[src/rtl/core/gbc_pkg.sv]
// ----------------------------------------------------------------------------
// Gyro bias calibration package
// Shared widths, status codes, unit opcodes and the interface structs of the
// shared arithmetic unit.
// ----------------------------------------------------------------------------
`default_nettype none

package gbc_pkg;

    // Sample and counter widths
    localparam int AXES           = 3;
    localparam int ACCEL_W        = 16;
    localparam int GYRO_W         = 16;
    localparam int LIMIT_W        = 16;
    localparam int MAX_SAMPLES    = 1024;
    localparam int BIAS_FRAC_BITS = 8;
    localparam int CNT_W          = $clog2(MAX_SAMPLES + 1);
    localparam int SUM_W          = GYRO_W + CNT_W - 1;
    localparam int BIAS_W         = GYRO_W + BIAS_FRAC_BITS + 1;
    localparam int DVD_W          = SUM_W + BIAS_FRAC_BITS;
    localparam int STEP_W         = $clog2(DVD_W);
    localparam int SQ_W           = 2 * GYRO_W + 2;
    localparam int ACC_W          = 2 * LIMIT_W;
    localparam int STATUS_W       = 2;

    // Result status codes
    localparam logic [STATUS_W-1:0] STATUS_MEAS   = 2'd0;
    localparam logic [STATUS_W-1:0] STATUS_OK     = 2'd1;
    localparam logic [STATUS_W-1:0] STATUS_FEW    = 2'd2;
    localparam logic [STATUS_W-1:0] STATUS_MOTION = 2'd3;

    // Shared unit opcodes
    typedef enum logic [1:0] {
        ALU_MAC,
        ALU_CMP,
        ALU_DIV
    } alu_op_t;

    typedef struct packed {
        alu_op_t                    op;
        logic signed [GYRO_W-1:0]   gyro;
        logic [LIMIT_W-1:0]         limit;
        logic [ACC_W-1:0]           acc;
        logic [CNT_W-1:0]           rem;
        logic [DVD_W-1:0]           dvd;
        logic [CNT_W-1:0]           divisor;
    } alu_in_t;

    typedef struct packed {
        logic [ACC_W-1:0]           acc;
        logic                       gt;
        logic [CNT_W-1:0]           rem;
        logic [DVD_W-1:0]           dvd;
    } alu_out_t;

endpackage

`default_nettype wire

[src/rtl/core/gbc_alu.sv]
// ----------------------------------------------------------------------------
// Gyro bias calibration shared unit
// One squarer with accumulate/compare, and one restoring divide step.
// ----------------------------------------------------------------------------
`default_nettype none

module gbc_alu (
    input  wire gbc_pkg::alu_in_t  alu_in,
    output gbc_pkg::alu_out_t      alu_out
);

    logic signed [gbc_pkg::GYRO_W:0]    sq_op;
    logic signed [gbc_pkg::SQ_W-1:0]    sq_full;
    logic [gbc_pkg::ACC_W-1:0]          sq;
    logic [gbc_pkg::CNT_W:0]            rem_sh;
    logic                               ge;
    logic [gbc_pkg::CNT_W:0]            rem_sub;

    // Pick the squarer operand: a gyro axis or the motion limit
    always_comb
    begin
        unique case (alu_in.op)
            gbc_pkg::ALU_MAC: sq_op = {alu_in.gyro[gbc_pkg::GYRO_W-1], alu_in.gyro};
            gbc_pkg::ALU_CMP: sq_op = {1'b0, alu_in.limit};
            default:          sq_op = '0;
        endcase
    end

    // Square; the result is never negative and fits the accumulator
    assign sq_full = sq_op * sq_op;
    assign sq      = sq_full[gbc_pkg::ACC_W-1:0];

    assign alu_out.acc = alu_in.acc + sq;
    assign alu_out.gt  = alu_in.acc > sq;

    // Restoring divide: shift in one dividend bit, subtract if it fits
    assign rem_sh  = {alu_in.rem, alu_in.dvd[gbc_pkg::DVD_W-1]};
    assign ge      = rem_sh >= {1'b0, alu_in.divisor};
    assign rem_sub = rem_sh - {1'b0, alu_in.divisor};

    assign alu_out.rem = ge ? rem_sub[gbc_pkg::CNT_W-1:0] : rem_sh[gbc_pkg::CNT_W-1:0];
    assign alu_out.dvd = {alu_in.dvd[gbc_pkg::DVD_W-2:0], ge};

endmodule

`default_nettype wire

[src/rtl/core/gyro_bias_calibrate_correct_unit.sv]
// ----------------------------------------------------------------------------
// Gyro bias calibration and correction unit
// Measure items: the MEAS state registers the result once the output is free.
// Calibration items: a bad read passes the limit compare only, a good read
// first takes the three squaring passes, all through the shared unit.
// Run end: the run is judged; an accepted run then takes 34 divide steps per
// axis. A stalled result holds the unit; samples are taken only when idle.
// Reset clears bias, run state, handshakes; motion_limit resets to 640.
// ----------------------------------------------------------------------------
`default_nettype none

module gyro_bias_calibrate_correct_unit (
    input  wire          clk,
    input  wire          rst_n,

    // Configuration: motion_limit
    input  wire          cfg_valid,
    output logic         cfg_ready,
    input  wire [15:0]   cfg_data,

    // Sample stream
    input  wire          s_tvalid,
    output logic         s_tready,
    input  wire [95:0]   s_tdata,   // accel_x, accel_y, accel_z, gyro_x, gyro_y, gyro_z
    input  wire [1:0]    s_tuser,   // command, read_ok
    input  wire          s_tlast,   // last_of_run

    // Result stream
    output logic         m_tvalid,
    input  wire          m_tready,
    output logic [127:0] m_tdata,   // accel_x_out, accel_y_out, accel_z_out,
                                    // rate_x_out, rate_y_out, rate_z_out, zero pad
    output logic [1:0]   m_tuser    // status
);

    localparam logic [2:0] S_IDLE = 3'd0;
    localparam logic [2:0] S_MEAS = 3'd1;
    localparam logic [2:0] S_SQ   = 3'd2;
    localparam logic [2:0] S_UPD  = 3'd3;
    localparam logic [2:0] S_DEC  = 3'd4;
    localparam logic [2:0] S_DIV  = 3'd5;
    localparam logic [2:0] S_DONE = 3'd6;

    localparam int GW  = gbc_pkg::GYRO_W;
    localparam int AW  = gbc_pkg::ACCEL_W;
    localparam int BW  = gbc_pkg::BIAS_W;
    localparam int SW  = gbc_pkg::SUM_W;
    localparam int CW  = gbc_pkg::CNT_W;
    localparam int DW  = gbc_pkg::DVD_W;
    localparam int OUT_USED = 3 * AW + 3 * BW;

    localparam logic [CW-1:0] MAX_CNT = CW'(gbc_pkg::MAX_SAMPLES);
    localparam logic [gbc_pkg::STEP_W-1:0] LAST_STEP = gbc_pkg::STEP_W'(DW - 1);

    logic [2:0]                     state_reg, state_next;
    logic [gbc_pkg::LIMIT_W-1:0]    limit_reg, limit_next;

    logic                           read_ok_reg, read_ok_next;
    logic                           last_reg, last_next;
    logic signed [AW-1:0]           accel_reg [gbc_pkg::AXES];
    logic signed [AW-1:0]           accel_next [gbc_pkg::AXES];
    logic signed [GW-1:0]           gyro_reg [gbc_pkg::AXES];
    logic signed [GW-1:0]           gyro_next [gbc_pkg::AXES];

    logic signed [BW-1:0]           bias_reg [gbc_pkg::AXES];
    logic signed [BW-1:0]           bias_next [gbc_pkg::AXES];
    logic signed [SW-1:0]           sums_reg [gbc_pkg::AXES];
    logic signed [SW-1:0]           sums_next [gbc_pkg::AXES];
    logic [CW-1:0]                  attempt_reg, attempt_next;
    logic [CW-1:0]                  good_reg, good_next;
    logic                           motion_reg, motion_next;

    logic [1:0]                     axis_reg, axis_next;
    logic [gbc_pkg::STEP_W-1:0]     step_reg, step_next;
    logic [gbc_pkg::ACC_W-1:0]      acc_reg, acc_next;
    logic [CW-1:0]                  rem_reg, rem_next;
    logic [DW-1:0]                  dvd_reg, dvd_next;
    logic                           neg_reg, neg_next;
    logic [gbc_pkg::STATUS_W-1:0]   status_reg, status_next;

    logic                           m_tvalid_reg, m_tvalid_next;
    logic [127:0]                   m_tdata_reg, m_tdata_next;
    logic [1:0]                     m_tuser_reg, m_tuser_next;

    gbc_pkg::alu_in_t               alu_in;
    gbc_pkg::alu_out_t              alu_out;

    logic                           in_xfer;
    logic                           out_free;
    logic [1:0]                     init_axis;
    logic signed [SW-1:0]           init_sum;
    logic [SW-1:0]                  init_mag;
    logic [DW-1:0]                  quot_signed;
    logic signed [BW-1:0]           rate [gbc_pkg::AXES];
    logic                           run_few;

    assign cfg_ready = 1'b1;
    assign s_tready  = (state_reg == S_IDLE);
    assign in_xfer   = s_tvalid && s_tready;
    assign out_free  = !m_tvalid_reg || m_tready;

    assign m_tvalid = m_tvalid_reg;
    assign m_tdata  = m_tdata_reg;
    assign m_tuser  = m_tuser_reg;

    // Shared unit hookup
    always_comb
    begin
        alu_in.op      = gbc_pkg::ALU_DIV;
        if (state_reg == S_SQ)
        begin
            alu_in.op  = gbc_pkg::ALU_MAC;
        end
        else if (state_reg == S_UPD)
        begin
            alu_in.op  = gbc_pkg::ALU_CMP;
        end
        alu_in.gyro    = gyro_reg[axis_reg];
        alu_in.limit   = limit_reg;
        alu_in.acc     = acc_reg;
        alu_in.rem     = rem_reg;
        alu_in.dvd     = dvd_reg;
        alu_in.divisor = good_reg;
    end

    gbc_alu u_alu (
        .alu_in  (alu_in),
        .alu_out (alu_out)
    );

    // Divider setup for the next axis: magnitude of the sum, scaled
    assign init_axis = (state_reg == S_DEC) ? 2'd0 : axis_reg + 2'd1;
    assign init_sum  = sums_reg[init_axis];
    assign init_mag  = init_sum[SW-1] ? (~init_sum + 1'b1) : init_sum;

    // Signed quotient of the finishing divide
    assign quot_signed = neg_reg ? (~alu_out.dvd + 1'b1) : alu_out.dvd;

    // Bias-corrected rates
    always_comb
    begin
        for (int i = 0; i < gbc_pkg::AXES; i++)
        begin
            rate[i] = {gyro_reg[i][GW-1], gyro_reg[i], {gbc_pkg::BIAS_FRAC_BITS{1'b0}}}
                      - bias_reg[i];
        end
    end

    assign run_few = (good_reg == '0) || (good_reg < (attempt_reg >> 1));

    // Sequencer and datapath next state
    always_comb
    begin
        state_next    = state_reg;
        limit_next    = limit_reg;
        read_ok_next  = read_ok_reg;
        last_next     = last_reg;
        accel_next    = accel_reg;
        gyro_next     = gyro_reg;
        bias_next     = bias_reg;
        sums_next     = sums_reg;
        attempt_next  = attempt_reg;
        good_next     = good_reg;
        motion_next   = motion_reg;
        axis_next     = axis_reg;
        step_next     = step_reg;
        acc_next      = acc_reg;
        rem_next      = rem_reg;
        dvd_next      = dvd_reg;
        neg_next      = neg_reg;
        status_next   = status_reg;
        m_tvalid_next = m_tvalid_reg;
        m_tdata_next  = m_tdata_reg;
        m_tuser_next  = m_tuser_reg;

        // Drop the result once the sink takes it
        if (m_tvalid_reg && m_tready)
        begin
            m_tvalid_next = 1'b0;
        end

        if (cfg_valid && cfg_ready)
        begin
            limit_next = cfg_data;
        end

        unique case (state_reg)
            S_IDLE:
            begin
                if (in_xfer)
                begin
                    read_ok_next = s_tuser[1];
                    last_next    = s_tlast;
                    for (int i = 0; i < gbc_pkg::AXES; i++)
                    begin
                        accel_next[i] = s_tdata[i*AW +: AW];
                        gyro_next[i]  = s_tdata[(3+i)*GW +: GW];
                    end
                    acc_next  = '0;
                    axis_next = 2'd0;
                    if (!s_tuser[0])
                    begin
                        state_next = S_MEAS;
                    end
                    else if (s_tuser[1])
                    begin
                        state_next = S_SQ;
                    end
                    else
                    begin
                        state_next = S_UPD;
                    end
                end
            end

            S_MEAS:
            begin
                if (out_free)
                begin
                    m_tvalid_next = 1'b1;
                    m_tuser_next  = gbc_pkg::STATUS_MEAS;
                    m_tdata_next  = {{(128-OUT_USED){1'b0}}, rate[2], rate[1], rate[0],
                                     accel_reg[2], accel_reg[1], accel_reg[0]};
                    state_next    = S_IDLE;
                end
            end

            // Accumulate the squared magnitude, one axis per cycle
            S_SQ:
            begin
                acc_next  = alu_out.acc;
                axis_next = axis_reg + 2'd1;
                if (axis_reg == 2'd2)
                begin
                    state_next = S_UPD;
                end
            end

            // Compare with the squared limit and advance the run counters
            S_UPD:
            begin
                if (attempt_reg < MAX_CNT)
                begin
                    attempt_next = attempt_reg + 1'b1;
                end
                if (read_ok_reg)
                begin
                    if (alu_out.gt)
                    begin
                        motion_next = 1'b1;
                    end
                    if (good_reg < MAX_CNT)
                    begin
                        good_next = good_reg + 1'b1;
                        for (int i = 0; i < gbc_pkg::AXES; i++)
                        begin
                            sums_next[i] = sums_reg[i] + SW'(gyro_reg[i]);
                        end
                    end
                end
                state_next = last_reg ? S_DEC : S_IDLE;
            end

            // Judge the run
            S_DEC:
            begin
                if (run_few)
                begin
                    status_next = gbc_pkg::STATUS_FEW;
                    state_next  = S_DONE;
                end
                else if (motion_reg)
                begin
                    status_next = gbc_pkg::STATUS_MOTION;
                    state_next  = S_DONE;
                end
                else
                begin
                    status_next = gbc_pkg::STATUS_OK;
                    axis_next   = init_axis;
                    step_next   = '0;
                    rem_next    = '0;
                    dvd_next    = {init_mag, {gbc_pkg::BIAS_FRAC_BITS{1'b0}}};
                    neg_next    = init_sum[SW-1];
                    state_next  = S_DIV;
                end
            end

            // One quotient bit per cycle, then load the bias of the axis
            S_DIV:
            begin
                rem_next  = alu_out.rem;
                dvd_next  = alu_out.dvd;
                step_next = step_reg + 1'b1;
                if (step_reg == LAST_STEP)
                begin
                    bias_next[axis_reg] = quot_signed[BW-1:0];
                    if (axis_reg == 2'd2)
                    begin
                        state_next = S_DONE;
                    end
                    else
                    begin
                        axis_next = init_axis;
                        step_next = '0;
                        rem_next  = '0;
                        dvd_next  = {init_mag, {gbc_pkg::BIAS_FRAC_BITS{1'b0}}};
                        neg_next  = init_sum[SW-1];
                    end
                end
            end

            // Report the run status and clear the run
            S_DONE:
            begin
                if (out_free)
                begin
                    m_tvalid_next = 1'b1;
                    m_tuser_next  = status_reg;
                    m_tdata_next  = '0;
                    for (int i = 0; i < gbc_pkg::AXES; i++)
                    begin
                        sums_next[i] = '0;
                    end
                    attempt_next  = '0;
                    good_next     = '0;
                    motion_next   = 1'b0;
                    state_next    = S_IDLE;
                end
            end

            default:
            begin
                state_next = S_IDLE;
            end
        endcase
    end

    // Control and run state
    always_ff @(posedge clk or negedge rst_n)
    begin
        if (!rst_n)
        begin
            state_reg    <= S_IDLE;
            limit_reg    <= gbc_pkg::LIMIT_W'(640);
            attempt_reg  <= '0;
            good_reg     <= '0;
            motion_reg   <= 1'b0;
            m_tvalid_reg <= 1'b0;
            for (int i = 0; i < gbc_pkg::AXES; i++)
            begin
                bias_reg[i] <= '0;
                sums_reg[i] <= '0;
            end
        end
        else
        begin
            state_reg    <= state_next;
            limit_reg    <= limit_next;
            attempt_reg  <= attempt_next;
            good_reg     <= good_next;
            motion_reg   <= motion_next;
            m_tvalid_reg <= m_tvalid_next;
            bias_reg     <= bias_next;
            sums_reg     <= sums_next;
        end
    end

    // Payload and work registers
    always_ff @(posedge clk)
    begin
        read_ok_reg <= read_ok_next;
        last_reg    <= last_next;
        accel_reg   <= accel_next;
        gyro_reg    <= gyro_next;
        axis_reg    <= axis_next;
        step_reg    <= step_next;
        acc_reg     <= acc_next;
        rem_reg     <= rem_next;
        dvd_reg     <= dvd_next;
        neg_reg     <= neg_next;
        status_reg  <= status_next;
        m_tdata_reg <= m_tdata_next;
        m_tuser_reg <= m_tuser_next;
    end

endmodule

`default_nettype wire

[config.mk]
export PLATFORM = sky130hd
export DESIGN_NAME = gyro_bias_calibrate_correct_unit
export DESIGN_NICKNAME = d
export VERILOG_FILES = /design/src/rtl/core/gbc_pkg.sv /design/src/rtl/core/gbc_alu.sv /design/src/rtl/core/gyro_bias_calibrate_correct_unit.sv
export SDC_FILE = /design/constraint.sdc
export NUM_CORES = 2
export LEC_CHECK = 0
export BUFFER_PORTS_ARGS = -buffer_cell sky130_fd_sc_hd__buf_2
export CAP_MARGIN = 15
export CORE_MARGIN = 2
export CORE_UTILIZATION = 43
export CTS_BUF_LIST = sky130_fd_sc_hd__clkbuf_2
export CTS_CLUSTER_SIZE = 12
export DETAILED_ROUTE_END_ITERATION = 8
export PLACE_DENSITY = 0.71
export SLEW_MARGIN = 20
export SYNTH_ARGS = -nofsm -noshare
export SYNTH_HDL_FRONTEND = slang
export SYNTH_HIERARCHICAL = 1
export SYNTH_SLANG_ARGS = --single-unit
export TNS_END_PERCENT = 50
[constraint.sdc]
create_clock -name clk -period 17.2 [get_ports clk]
set_input_delay 1.72 -clock clk [delete_from_list [all_inputs] [get_ports clk]]
set_output_delay 1.72 -clock clk [all_outputs]
set_load 0.02 [all_outputs]
== Word-level counts from Yosys, hierarchy flattened ==
Index checks and enable logic that the tools add are counted.

* Bits in registers: 512
* Bits of input ports: 120
* Output and inout bits: 133

* $add $sub $neg: 14
* Multipliers: 1
* Order comparisons: 8
* Eq/ne operators: 23
* Muxes and demuxes: 79
* Bitwise logic cells: 4
* Reduce and logical (&&, ||, !) cells: 26

{| class="wikitable"
|+ Operators by type and width
! operator !! number
|-
| 128-bit 2-to-1 mux || 2
|-
| 128-bit case mux with 2 select lines || 1
|-
| 78-bit 2-to-1 mux || 3
|-
| 78-bit case mux with 2 select lines || 1
|-
| 34-bit 2-to-1 mux || 4
|-
| 11-bit 2-to-1 mux || 9
|-
| 26-bit by 16-bit adder with 26-bit output || 3
|-
| 26-bit 2-to-1 mux || 3
|-
| 75-bit bitwise mux || 1
|-
| 25-bit subtractor || 3
|-
| 34-bit case mux with 2 select lines || 1
|-
| 11-bit case mux with 2 select lines || 3
|-
| 32-bit case mux with 2 select lines || 1
|-
| 26-bit binary-select mux with 2-bit select || 1
|-
| 25-bit demux with 2-bit select || 1
|-
| 25-bit 2-to-1 mux || 2
|-
| 17-bit case mux with 2 select lines || 1
|-
| 32-bit adder || 1
|-
| 16-bit binary-select mux with 2-bit select || 1
|-
| 32-bit > comparator || 1
|-
| 17-bit by 17-bit multiplier with 32-bit output || 1
|-
| 16-bit 2-to-1 mux || 2
|-
| 32-bit 2-to-1 mux || 1
|-
| 2-bit 2-to-1 mux || 14
|-
| other kinds (44) || 94
|}

== Logic depth before layout (Yosys ltp) ==
* Depth in word-level cells: 12
* Depth in mapped cells: 44
* Mapped depth without buffers: 39

== Hierarchy ==
The synthesis kept the hierarchy.

{| class="wikitable"
|+ Modules (own cells, without submodules)
! module !! times used !! cells each !! area each (um^2) !! seq. area each (um^2)
|-
| gyro_bias_calibrate_correct_unit || 1 || 2560 || 27019.7 || 14246.2
|-
| gbc_alu || 1 || 1535 || 12833.6 || 0.0
|}

== Worst setup path after synthesis ==
OpenSTA, ideal clock, no wires.

* Path type: reg-to-reg
* From: reg axis_reg[0]
* To: reg acc_reg[31] (netlist bit), data pin
* Setup time: 0.255 ns
* Arrival time: 9.233 ns
* Required time: 16.945 ns
* Setup slack: 7.712 ns
* Stages on the path, launching flop included: 41
* Path buffers: 7
* Period minus slack after synthesis: 9.488 ns
* Cell sequence: edfxtp_1 -> clkbuf_1 -> clkbuf_1 -> buf_1 -> buf_2 -> mux2i_1 -> o21ai_0 -> mux2i_1 -> or2_2 -> clkbuf_1 -> inv_1 -> clkbuf_1 -> nand2_1 -> fa_1 -> inv_1 -> fa_1 -> inv_1 -> fa_1 -> [5 not listed] -> inv_1 -> ha_1 -> nand2_1 -> o21ai_0 -> o211ai_2 -> a31oi_1 -> nor2_2 -> o21ai_2 -> nand2_1 -> a311o_1 -> ha_1 -> clkbuf_1 -> and3_1 -> nand2_1 -> o31ai_4 -> o221ai_1 -> xor2_1 -> and3_1

{| class="wikitable"
|+ RTL lines
! what !! line !! RTL
|-
| start, declared || gyro_bias_calibrate_correct_unit.sv:73 || <nowiki>logic [1:0] axis_reg, axis_next;</nowiki>
|-
| start signal, assigned || gyro_bias_calibrate_correct_unit.sv:376 || <nowiki>axis_reg <= axis_next;</nowiki>
|-
| end signal, assigned || gyro_bias_calibrate_correct_unit.sv:378 || <nowiki>acc_reg <= acc_next;</nowiki>
|-
| end, declared || gyro_bias_calibrate_correct_unit.sv:75 || <nowiki>logic [gbc_pkg::ACC_W-1:0] acc_reg, acc_next;</nowiki>
|}

==> flow_metrics.env <==
export IMPL_synth_distinct_cells=104
export IMPL_startpoint_type="register"
export IMPL_fin_tns_setup_ps=0
export IMPL_initial_core_util_pct=43.4
export IMPL_core_mm2=0.0918
export IMPL_clkTransAtPathRegs_ps=120
export IMPL_place_ws_ps=7120
export IMPL_totalPowerFinal_uw=8170
export IMPL_worstHoldPathType="primary input to asynchronous set/reset pin"
export IMPL_p_leak_uw=0.0200
export IMPL_io_buffers=246
export IMPL_cts_buffers=141
export IMPL_synth_edff_count=311
export IMPL_syn2layout_area_growth_pct=8.88
export IMPL_ys_seq_elements=507
export IMPL_num_vias=30601
export IMPL_drt_initial_drc_count=2875
export IMPL_drt_total_wl_um=108000
export IMPL_cts_setup_buffers=0
export IMPL_final_cell_mix="inv_1 (521), nand2_1 (361), edfxtp_1 (311)"
export IMPL_die_w_um=308
export IMPL_grt_max_degree=80
export IMPL_finalCritPeriodShare_pct=59.8
export IMPL_seq_area_frac_synth_pct=35.7
export IMPL_clockRootBuffer="clkbuf_2"
export IMPL_cp_num_buf_inv=6
export IMPL_fin_ws_ps=6920
export IMPL_grt_usage_pct=23.1
export IMPL_largest_reg_flops=123
export IMPL_hpwl_um=83200
export IMPL_grt_antenna_before_repair=9
export IMPL_synthCells=4095
export IMPL_synth_ff_type="edfxtp_1"
export IMPL_cp_top_family="adder cells"
export IMPL_nNetsFinal=5006
export IMPL_gp_congestion=0.965
export IMPL_power_density_mw_per_mm2=188
export IMPL_ys_warnings_count=6
export IMPL_tightest_slew_ps=1130
export IMPL_grt_pass1_wl_um=169000
export IMPL_rsz0062_at_grt="no"
export IMPL_fp_dieH_um=308
export IMPL_fin_crit_ps=10280
export IMPL_crit_arrival_ps=11460
export IMPL_cp_slowest_cell="nor2_1"
export IMPL_dr_pass1_iters=6
export IMPL_drc=0
export IMPL_post_cts_resized=0
export IMPL_worstSkewPairLatency_ps=1470
export IMPL_crit_type="register to register"
export IMPL_worstPathMaxFanout=18
export IMPL_r2r_slack_ps=6920
export IMPL_fp_row_count=111
export IMPL_post_route_util_pct=47.3
export IMPL_drtAntennaViolNets=0
export IMPL_ctsHoldBuffers=0
export IMPL_drv_slew=0
export IMPL_drv_cap=0
export IMPL_wl_per_cell_um=19.0
export IMPL_async_reset_ff_share_pct=38.7
export IMPL_pin_count=253
export IMPL_setup_viol=0
export IMPL_crit_path_max_incr_delay_ps=730
export IMPL_h_tree_depth=4
export IMPL_final_common_cell="inv_1"
export IMPL_hold_viol=0
export IMPL_dieArea_mm2=0.0951
export IMPL_cts_num_sinks=507
export IMPL_cts_tree="built"
export IMPL_syn_area_mm2=0.0399
export IMPL_clock_path_buffers=3
export IMPL_status="finished clean"
export IMPL_layout_drive_gt1_share_pct=13.7
export IMPL_fmax_mhz=97.3
export IMPL_worstSetupEndpointType="register"
export IMPL_gr_total_overflow=0
export IMPL_place_area_mm2=0.0420
export IMPL_finalClockSkew_ps=176
export IMPL_slew_headroom_pct=24.8
export IMPL_crit_required_ps=18380
export IMPL_vias_per_cell=5.38
export IMPL_synth_avg_cell_area_um2=9.73
export IMPL_grt_pass1_vias=29972
export IMPL_fin_area_mm2=0.0434
export IMPL_ir_worst_vdd_v=0.0000897
-- cells in the mapped netlist (42+ instances only) --
cell type    n  area share, %
a21o_1      86            1.6
a21oi_1    184            2.3
and2_1      87            1.4
and3_1      66            1.0
buf_4       42           0.79
clkbuf_1   118            1.1
dfrtp_1    194             12
edfxtp_1   311             23
fa_1       262             13
ha_1       296            9.3
inv_1      522            4.9
nand2_1    362            3.4
nand3_1    108            1.4
nor2_1     310            2.9
nor3_1      50           0.63
o21ai_0    262            3.3
xnor2_1    145            3.2
xor2_1     118            2.6
-- worst register-to-register path: cells and delay by family (launching register included) --
kind                     cells  cell delay, ps
AO/OA/AOI/OAI               10            1990
XOR/XNOR                     1             160
adder cells (fa/ha/maj)      8            3870
buffers and inverters        6             820
flip-flops                   1             640
multiplexers                 2             300
AND/OR/NAND/NOR              9            2210
-- final timing paths --
| check | startpoint | to | cells past startpoint |
|---|---|---|---|
| worst max-delay path | axis_reg[1] | acc_reg[28] | 36 |
| worst min-delay path | rst_n | sums_reg[23] | 1 |
| worst max register to register | axis_reg[1] | acc_reg[28] | 36 |
| worst min register to register | bias_reg[11] | bias_reg[11] | 2 |
| max in group asynchronous | rst_n | bias_reg[6] | 2 |
| min in group clk | s_tdata[55] | gyro_reg[39] | 1 |
-- final cells by class --
type	instances	area, µm²
Fill cell	8631	48400
Multi-Input combinational cell	2875	22800
Sequential cell	507	14200
Inverter	529	1990
Tap cell	1243	1560
Timing Repair Buffer	274	1450
Clock buffer	210	1050
Clock inverter	39	300
Antenna cell	9	22.5
-- metal layers --
| metal | wire (µm) | vias up | global-route usage, % | share of wire (%) |
|---|---|---|---|---|
| met3 | 10600 | 204 | 7.02 | 9.8 |
| met1 | 47100 | 14835 | 31.8 | 44 |
| li1 | - | 14419 | - | - |
| met2 | 46800 | 1137 | 34.0 | 43 |
| met4 | 3640 | 6 | 8.68 | 3.4 |
| met5 | 34 | - | 0 | 0.031 |
-- stage by stage --
stage | hold WS [ps] | std cells
2_1_floorplan | 449 | 4099
3_3_place_gp | 461 | 5428
3_5_place_dp | 470 | 5428
4_1_cts | 112 | 5677
5_1_grt | 194 | 5683
6_report | 269 | 5686
-- logic make-up (layout without fill, tap and decap cells) --
family	count (synthesis)	after routing	share of synthesized area, %
compound gates	832	832	13.3
simple gates	1160	1160	13.9
xor+xnor	265	265	5.86
buf+inv	717	1052	7.24
flops	507	507	35.7
other cells	2	15	0.0188
mux	54	54	1.41
fa+ha+maj	558	558	22.5
-- report_power, final --
| group | internal (µW) | switching, µW | leakage (µW) | total (µW) |
|---|---|---|---|---|
| logic | 1970 | 3190 | 0.0135 | 5160 |
| registers | 1780 | 276 | 0.00550 | 2050 |
| clock network | 382 | 572 | 0.00101 | 954 |
(Power assumes the default switching activity.)
